### config.mk
export PLATFORM = sky130hd
export DESIGN_NAME = rstab_ctrl
export DESIGN_NICKNAME = d
export VERILOG_FILES = /design/src/rstab_pkg.sv /design/src/rstab_ctrl.sv
export SDC_FILE = /design/constraint.sdc
export NUM_CORES = 1
export LEC_CHECK = 0
export ABC_AREA = 0
export BUFFER_PORTS_ARGS = -buffer_cell sky130_fd_sc_hd__buf_2
export CAP_MARGIN = 15
export CELL_PAD_IN_SITES_DETAIL_PLACEMENT = 2
export CELL_PAD_IN_SITES_GLOBAL_PLACEMENT = 2
export CORE_UTILIZATION = 22
export CTS_CLUSTER_DIAMETER = 100
export DETAILED_ROUTE_END_ITERATION = 6
export GPL_ROUTABILITY_DRIVEN = 0
export MAX_ROUTING_LAYER = met4
export PLACE_DENSITY = 0.86
export SLEW_MARGIN = 40
export SYNTH_ARGS = -nofsm -noshare
export SYNTH_HDL_FRONTEND = slang
export SYNTH_SLANG_ARGS = --single-unit
### constraint.sdc
create_clock -name clk -period 2 [get_ports clk]
set_clock_uncertainty 0.1 [all_clocks]
set_input_delay 0.2 -clock clk [delete_from_list [all_inputs] [get_ports clk]]
set_output_delay 0.2 -clock clk [all_outputs]
set_load 0.05 [all_outputs]
### src/rstab_pkg.sv
// ----------------------------------------------------------------------------
// rstab_pkg: shared types and constants for the ramp slot table
// Slot count, request codes and the control/status bundles that pass
// between the controller and the datapath.
// ----------------------------------------------------------------------------
`default_nettype none
package rstab_pkg;

  // table geometry
  localparam int SLOTS  = 512;
  localparam int SLOT_W = $clog2(SLOTS);
  localparam int PROG_W = 17;
  localparam logic [PROG_W-1:0] FULL_SCALE = 17'h10000;

  // request codes
  localparam logic [2:0] REQ_CREATE   = 3'd0;
  localparam logic [2:0] REQ_TICK     = 3'd1;
  localparam logic [2:0] REQ_FORWARD  = 3'd2;
  localparam logic [2:0] REQ_BACKWARD = 3'd3;
  localparam logic [2:0] REQ_RELEASE  = 3'd4;
  localparam logic [2:0] REQ_QUERY    = 3'd5;

  // controller -> datapath
  typedef struct packed {
    logic latch_in;   // capture the input beat
    logic clr_wr;     // clearing pass: write valid = 0 at counter
    logic cnt_inc;    // counter + 1
    logic cr_start;   // advance next-fit, load counter with it
    logic cr_next;    // next create candidate
    logic cr_take;    // allocate slot at counter
    logic cr_fail;    // table full
    logic tk_start;   // counter to slot 1
    logic div_start;  // start step division for slot at counter
    logic prog_wr;    // write updated progress at counter
    logic flag_wr;    // write direction at slot_id
    logic rel_wr;     // clear valid at slot_id
    logic out_load;   // move result into output register
  } cmd_t;

  // datapath -> controller
  typedef struct packed {
    logic [2:0] req;
    logic       usable;     // slot_id in 1..SLOTS-1
    logic       cnt_last;   // counter at last slot
    logic       tries_last; // last create candidate
    logic       slot_free;  // read slot not valid
    logic       slot_live;  // read slot valid with nonzero duration
    logic       div_done;
    logic       out_free;   // output register can take a beat
  } stat_t;

  // next slot in cyclic order, skipping slot 0
  function automatic logic [SLOT_W-1:0] wrap_next(input logic [SLOT_W-1:0] s);
    return (s == SLOT_W'(SLOTS - 1)) ? SLOT_W'(1) : s + SLOT_W'(1);
  endfunction

endpackage
`default_nettype wire

### src/rstab_ctrl.sv
// ----------------------------------------------------------------------------
// rstab_ctrl: ramp slot table controller
// Sequences the clearing pass, create search, tick walk and single-slot ops.
// ----------------------------------------------------------------------------
`default_nettype none
module rstab_ctrl (
  input  wire logic             clk,
  input  wire logic             rst_n,
  input  wire logic             in_valid,
  output logic                  in_stall,
  input  wire rstab_pkg::stat_t stat,
  output rstab_pkg::cmd_t       cmd
);

  localparam logic [3:0] S_CLR    = 4'd0;
  localparam logic [3:0] S_IDLE   = 4'd1;
  localparam logic [3:0] S_DEC    = 4'd2;
  localparam logic [3:0] S_CR_RD  = 4'd3;
  localparam logic [3:0] S_CR_CHK = 4'd4;
  localparam logic [3:0] S_TK_RD  = 4'd5;
  localparam logic [3:0] S_TK_CHK = 4'd6;
  localparam logic [3:0] S_TK_DIV = 4'd7;
  localparam logic [3:0] S_QWAIT  = 4'd8;
  localparam logic [3:0] S_OUT    = 4'd9;

  logic [3:0] state_r, state_nxt;

  assign in_stall = (state_r != S_IDLE);

  always_comb begin
    cmd       = '0;
    state_nxt = state_r;
    case (state_r)
      // clear valid bits after reset
      S_CLR: begin
        cmd.clr_wr = 1'b1;
        if (stat.cnt_last) begin
          state_nxt = S_IDLE;
        end else begin
          cmd.cnt_inc = 1'b1;
        end
      end
      S_IDLE: begin
        if (in_valid) begin
          cmd.latch_in = 1'b1;
          state_nxt    = S_DEC;
        end
      end
      S_DEC: begin
        case (stat.req)
          rstab_pkg::REQ_CREATE: begin
            cmd.cr_start = 1'b1;
            state_nxt    = S_CR_RD;
          end
          rstab_pkg::REQ_TICK: begin
            cmd.tk_start = 1'b1;
            state_nxt    = S_TK_RD;
          end
          rstab_pkg::REQ_FORWARD, rstab_pkg::REQ_BACKWARD: begin
            cmd.flag_wr = stat.usable;
            state_nxt   = S_OUT;
          end
          rstab_pkg::REQ_RELEASE: begin
            cmd.rel_wr = stat.usable;
            state_nxt  = S_OUT;
          end
          rstab_pkg::REQ_QUERY: state_nxt = S_QWAIT;
          default:              state_nxt = S_OUT;
        endcase
      end
      // next-fit search, a read state and a check state per candidate
      S_CR_RD: state_nxt = S_CR_CHK;
      S_CR_CHK: begin
        if (stat.slot_free) begin
          cmd.cr_take = 1'b1;
          state_nxt   = S_OUT;
        end else if (stat.tries_last) begin
          cmd.cr_fail = 1'b1;
          state_nxt   = S_OUT;
        end else begin
          cmd.cr_next = 1'b1;
          state_nxt   = S_CR_RD;
        end
      end
      // tick walk over slots 1..SLOTS-1
      S_TK_RD: state_nxt = S_TK_CHK;
      S_TK_CHK: begin
        if (stat.slot_live) begin
          cmd.div_start = 1'b1;
          state_nxt     = S_TK_DIV;
        end else if (stat.cnt_last) begin
          state_nxt = S_OUT;
        end else begin
          cmd.cnt_inc = 1'b1;
          state_nxt   = S_TK_RD;
        end
      end
      S_TK_DIV: begin
        if (stat.div_done) begin
          cmd.prog_wr = 1'b1;
          if (stat.cnt_last) begin
            state_nxt = S_OUT;
          end else begin
            cmd.cnt_inc = 1'b1;
            state_nxt   = S_TK_RD;
          end
        end
      end
      S_QWAIT: state_nxt = S_OUT;
      // hand the result beat to the output register
      S_OUT: begin
        if (stat.out_free) begin
          cmd.out_load = 1'b1;
          state_nxt    = S_IDLE;
        end
      end
      default: state_nxt = S_IDLE;
    endcase
  end

  always_ff @(posedge clk) begin
    if (!rst_n) begin
      state_r <= S_CLR;
    end else begin
      state_r <= state_nxt;
    end
  end

endmodule
`default_nettype wire

==> flow_summary.json <==
{
  "start_util_pct": 23.6,
  "crit_start": "state_r[3]",
  "first_global_vias": 643,
  "layout.nets": 117,
  "p_sw_mw": 0.114,
  "drt_iter0_drc": 5,
  "die_y_um": 50.9,
  "cts_num_sinks": 4,
  "wirelength_um": 1930,
  "hold_slack_ps": 173,
  "core_area_um2": 2230,
  "clk_pin_slew_ps": 40,
  "regToRegStartpoint": "state_r[2]",
  "syn-instance-count": 72,
  "grt_pass1_wl_um": 2950,
  "pwr-share-seq_pct": 27.8,
  "finalSetupViolCount": 0,
  "yosysWarnings": 0,
  "fin_crit_sh_pct": 96.8,
  "dp_hpwl_um": 1500,
  "seqCellArea_um2": 80.1,
  "clk_path_buf_depth": 2,
  "placed_cell_area_um2": 713,
  "utilization_pct": 33.3,
  "h-tree-depth": 1,
  "worstSetupPathType": "reg2out",
  "synth_cell_types": 34,
  "yosys-top-cells-area": "dfxtp_1 (15%), nor2_1 (6.4%), clkbuf_8 (5.2%)",
  "maxCapViolCount": 0,
  "drive_above_1_share_pct": 48.0,
  "fill_cells": 282,
  "synth_top_cell_area_share_pct": 15.2,
  "slew_viol_final": 0,
  "track_usage_pct": 15.9,
  "wl_per_cell_um": 14.8,
  "setup_slack_ps": 63.1,
  "period_minus_slack_ps": 1940,
  "fmax_mhz": 516,
  "syn_area_um2": 527,
  "rows": 17,
  "detail-route-antenna-nets": 0,
  "hold_viol_final": 0,
  "n_antenna_cell": 0,
  "grt_max_degree": 15,
  "comb_power_share_pct": 36.9,
  "synth_nets": 85,
  "ios": 27,
  "fin_area_um2": 743,
  "regMostFlops": "state_r",
  "vias_per_cell": 4.94,
  "synthToLayoutAreaGrowth_pct": 41.1,
  "globalRouteOverflowTotal": 0,
  "drc_errors": 0,
  "start_kind": "flip-flop",
  "p_int_mw": 0.189,
  "firstDrtPassIters": 4,
  "hold_buffers": 0,
  "synth-seq-cells": 4,
  "switching_share_pct": 37.6,
  "ys_seq_area_share_pct": 15.2,
  "worst_pin_slew_ps": 392,
  "peakVddDrop_mv": 0.124,
  "multi_input_area_um2": 408,
  "relSlewSlack_pct": 73.2,
  "num_vias": 642,
  "cp_max_fo": 5,
  "tritoncts": "yes",
  "synth_top_area_cell": "dfxtp_1",
  "top_regs": "state_r (4)",
  "min_from": "rst_n",
  "numCtsBuffers": 3,
  "place_ws_ps": 312,
  "required_ps": 1700,
  "clockRootBuffer": "clkbuf_4",
  "die_area_um2": 2590,
  "power_frac_clock_pct": 35.3,
  "clk_latency_ps": 240,
  "worstSetupEndpointType": "primary output",
  "critPathArrivalTime_ps": 1640,
  "post_synth.cell_area_avg_um2": 7.32,
  "p_leak_nw": 0.371,
  "outcome": "completed",
  "die_w_um": 50.9,
  "io_buffers": 26,
  "power_density_nw_per_um2": 408,
  "largest_reg_flops": 4,
  "hp-class": "in2reg",
  "antenna_found_initial": 0
}
-- per-stage QoR --
stage | power, mW | cells | TNS [ps]
after global routing | 0.321 | 130 | -2.75
after CTS | 0.310 | 130 | 0
final | 0.303 | 130 | 0
after floorplan | 0.158 | 72 | -120
after global placement | 0.194 | 127 | 0
after detailed placement | 0.198 | 127 | 0
-- power by group through the flow --
stage | combinational (mW) | clock (mW) | sequential, mW
final | 0.112 | 0.107 | 0.0842
after global placement | 0.109 | 0 | 0.0853
after detailed placement | 0.113 | 0 | 0.0855
after CTS | 0.113 | 0.112 | 0.0841
after floorplan | 0.0722 | 0 | 0.0861
after global routing | 0.121 | 0.115 | 0.0843
-- cell usage in the layout (no fill, tap or decap), types with 3 or more instances in the layout --
cell	synthesis	final
and3_1	3	3
dfxtp_1	4	4
clkbuf_4	0	5
nor2_1	9	8
and2b_2	3	3
nand2_1	7	7
inv_1	6	6
buf_2	0	23
buf_4	1	6
o21ai_0	5	5
-- cell usage after synthesis --
cell and number:
and2b_2 3, nor4_1 1, nor4_4 1, and3b_1 1, o21ai_0 5, or4b_4 1, a21o_2 1, and3b_2 1
xnor2_1 1, a41oi_1 1, a2111oi_0 1, a2111o_1 1, nor2_1 9, clkbuf_8 2, and2_0 1, a211oi_1 1
clkbuf_2 1, dfxtp_1 4, and3_1 3, nand3_1 1, nor3b_1 3, inv_1 6, nand3b_1 2, nand2b_1 2
nor3_1 2, a21oi_1 2, a31oi_1 2, a211oi_2 1, o22ai_2 1, nand2_1 7, nand4_1 1, buf_4 1
and2_1 1, or2b_2 1
-- critical path, stage by stage (launching register included) --
cell and delay [ps]:
dfxtp_1 300, or4b_4 590, nor4_2 250, buf_4 250
-- routing by layer --
metal,track usage (%),vias up,routed length [um]
met4,11.6,0,72
met1,17.2,304,809
met5,-,-,0
met3,1.49,6,45
met2,27.0,17,1000
li1,-,315,-
-- cell families (layout without fill, tap and decap cells) --
family | count (synthesis) | after routing | share of synthesized area, %
AND/OR/NAND/NOR | 41 | 41 | 48.9
AO/OA/AOI/OAI | 16 | 16 | 22.3
buffers and inverters | 10 | 40 | 11.9
flip-flops | 4 | 4 | 15.2
XOR/XNOR | 1 | 1 | 1.66
-- final timing paths --
kind | endpoint | slack, ps | cells past startpoint
hold reg to reg | state_r[0] | 580 | 3
hold / removal | state_r[3] | 170 | 3
setup reg to reg | state_r[0] | 430 | 5
setup / recovery | cmd[1] | 60 | 3
-- layout make-up --
class / count / share of cell area (%)
timing repair buffer: 31 / 23.6
sequential: 4 / 10.8
inverter: 6 / 3.03
tap: 28 / 4.71
multi-input combinational: 58 / 54.9
clock buffer: 3 / 3.03
-- what timing repair did --
item,CTS,global route
endpoints found under the setup margin,0,3
gates resized for setup,0,4
buffers inserted,0,0
Note: power is estimated with default switching activity, not from simulation.
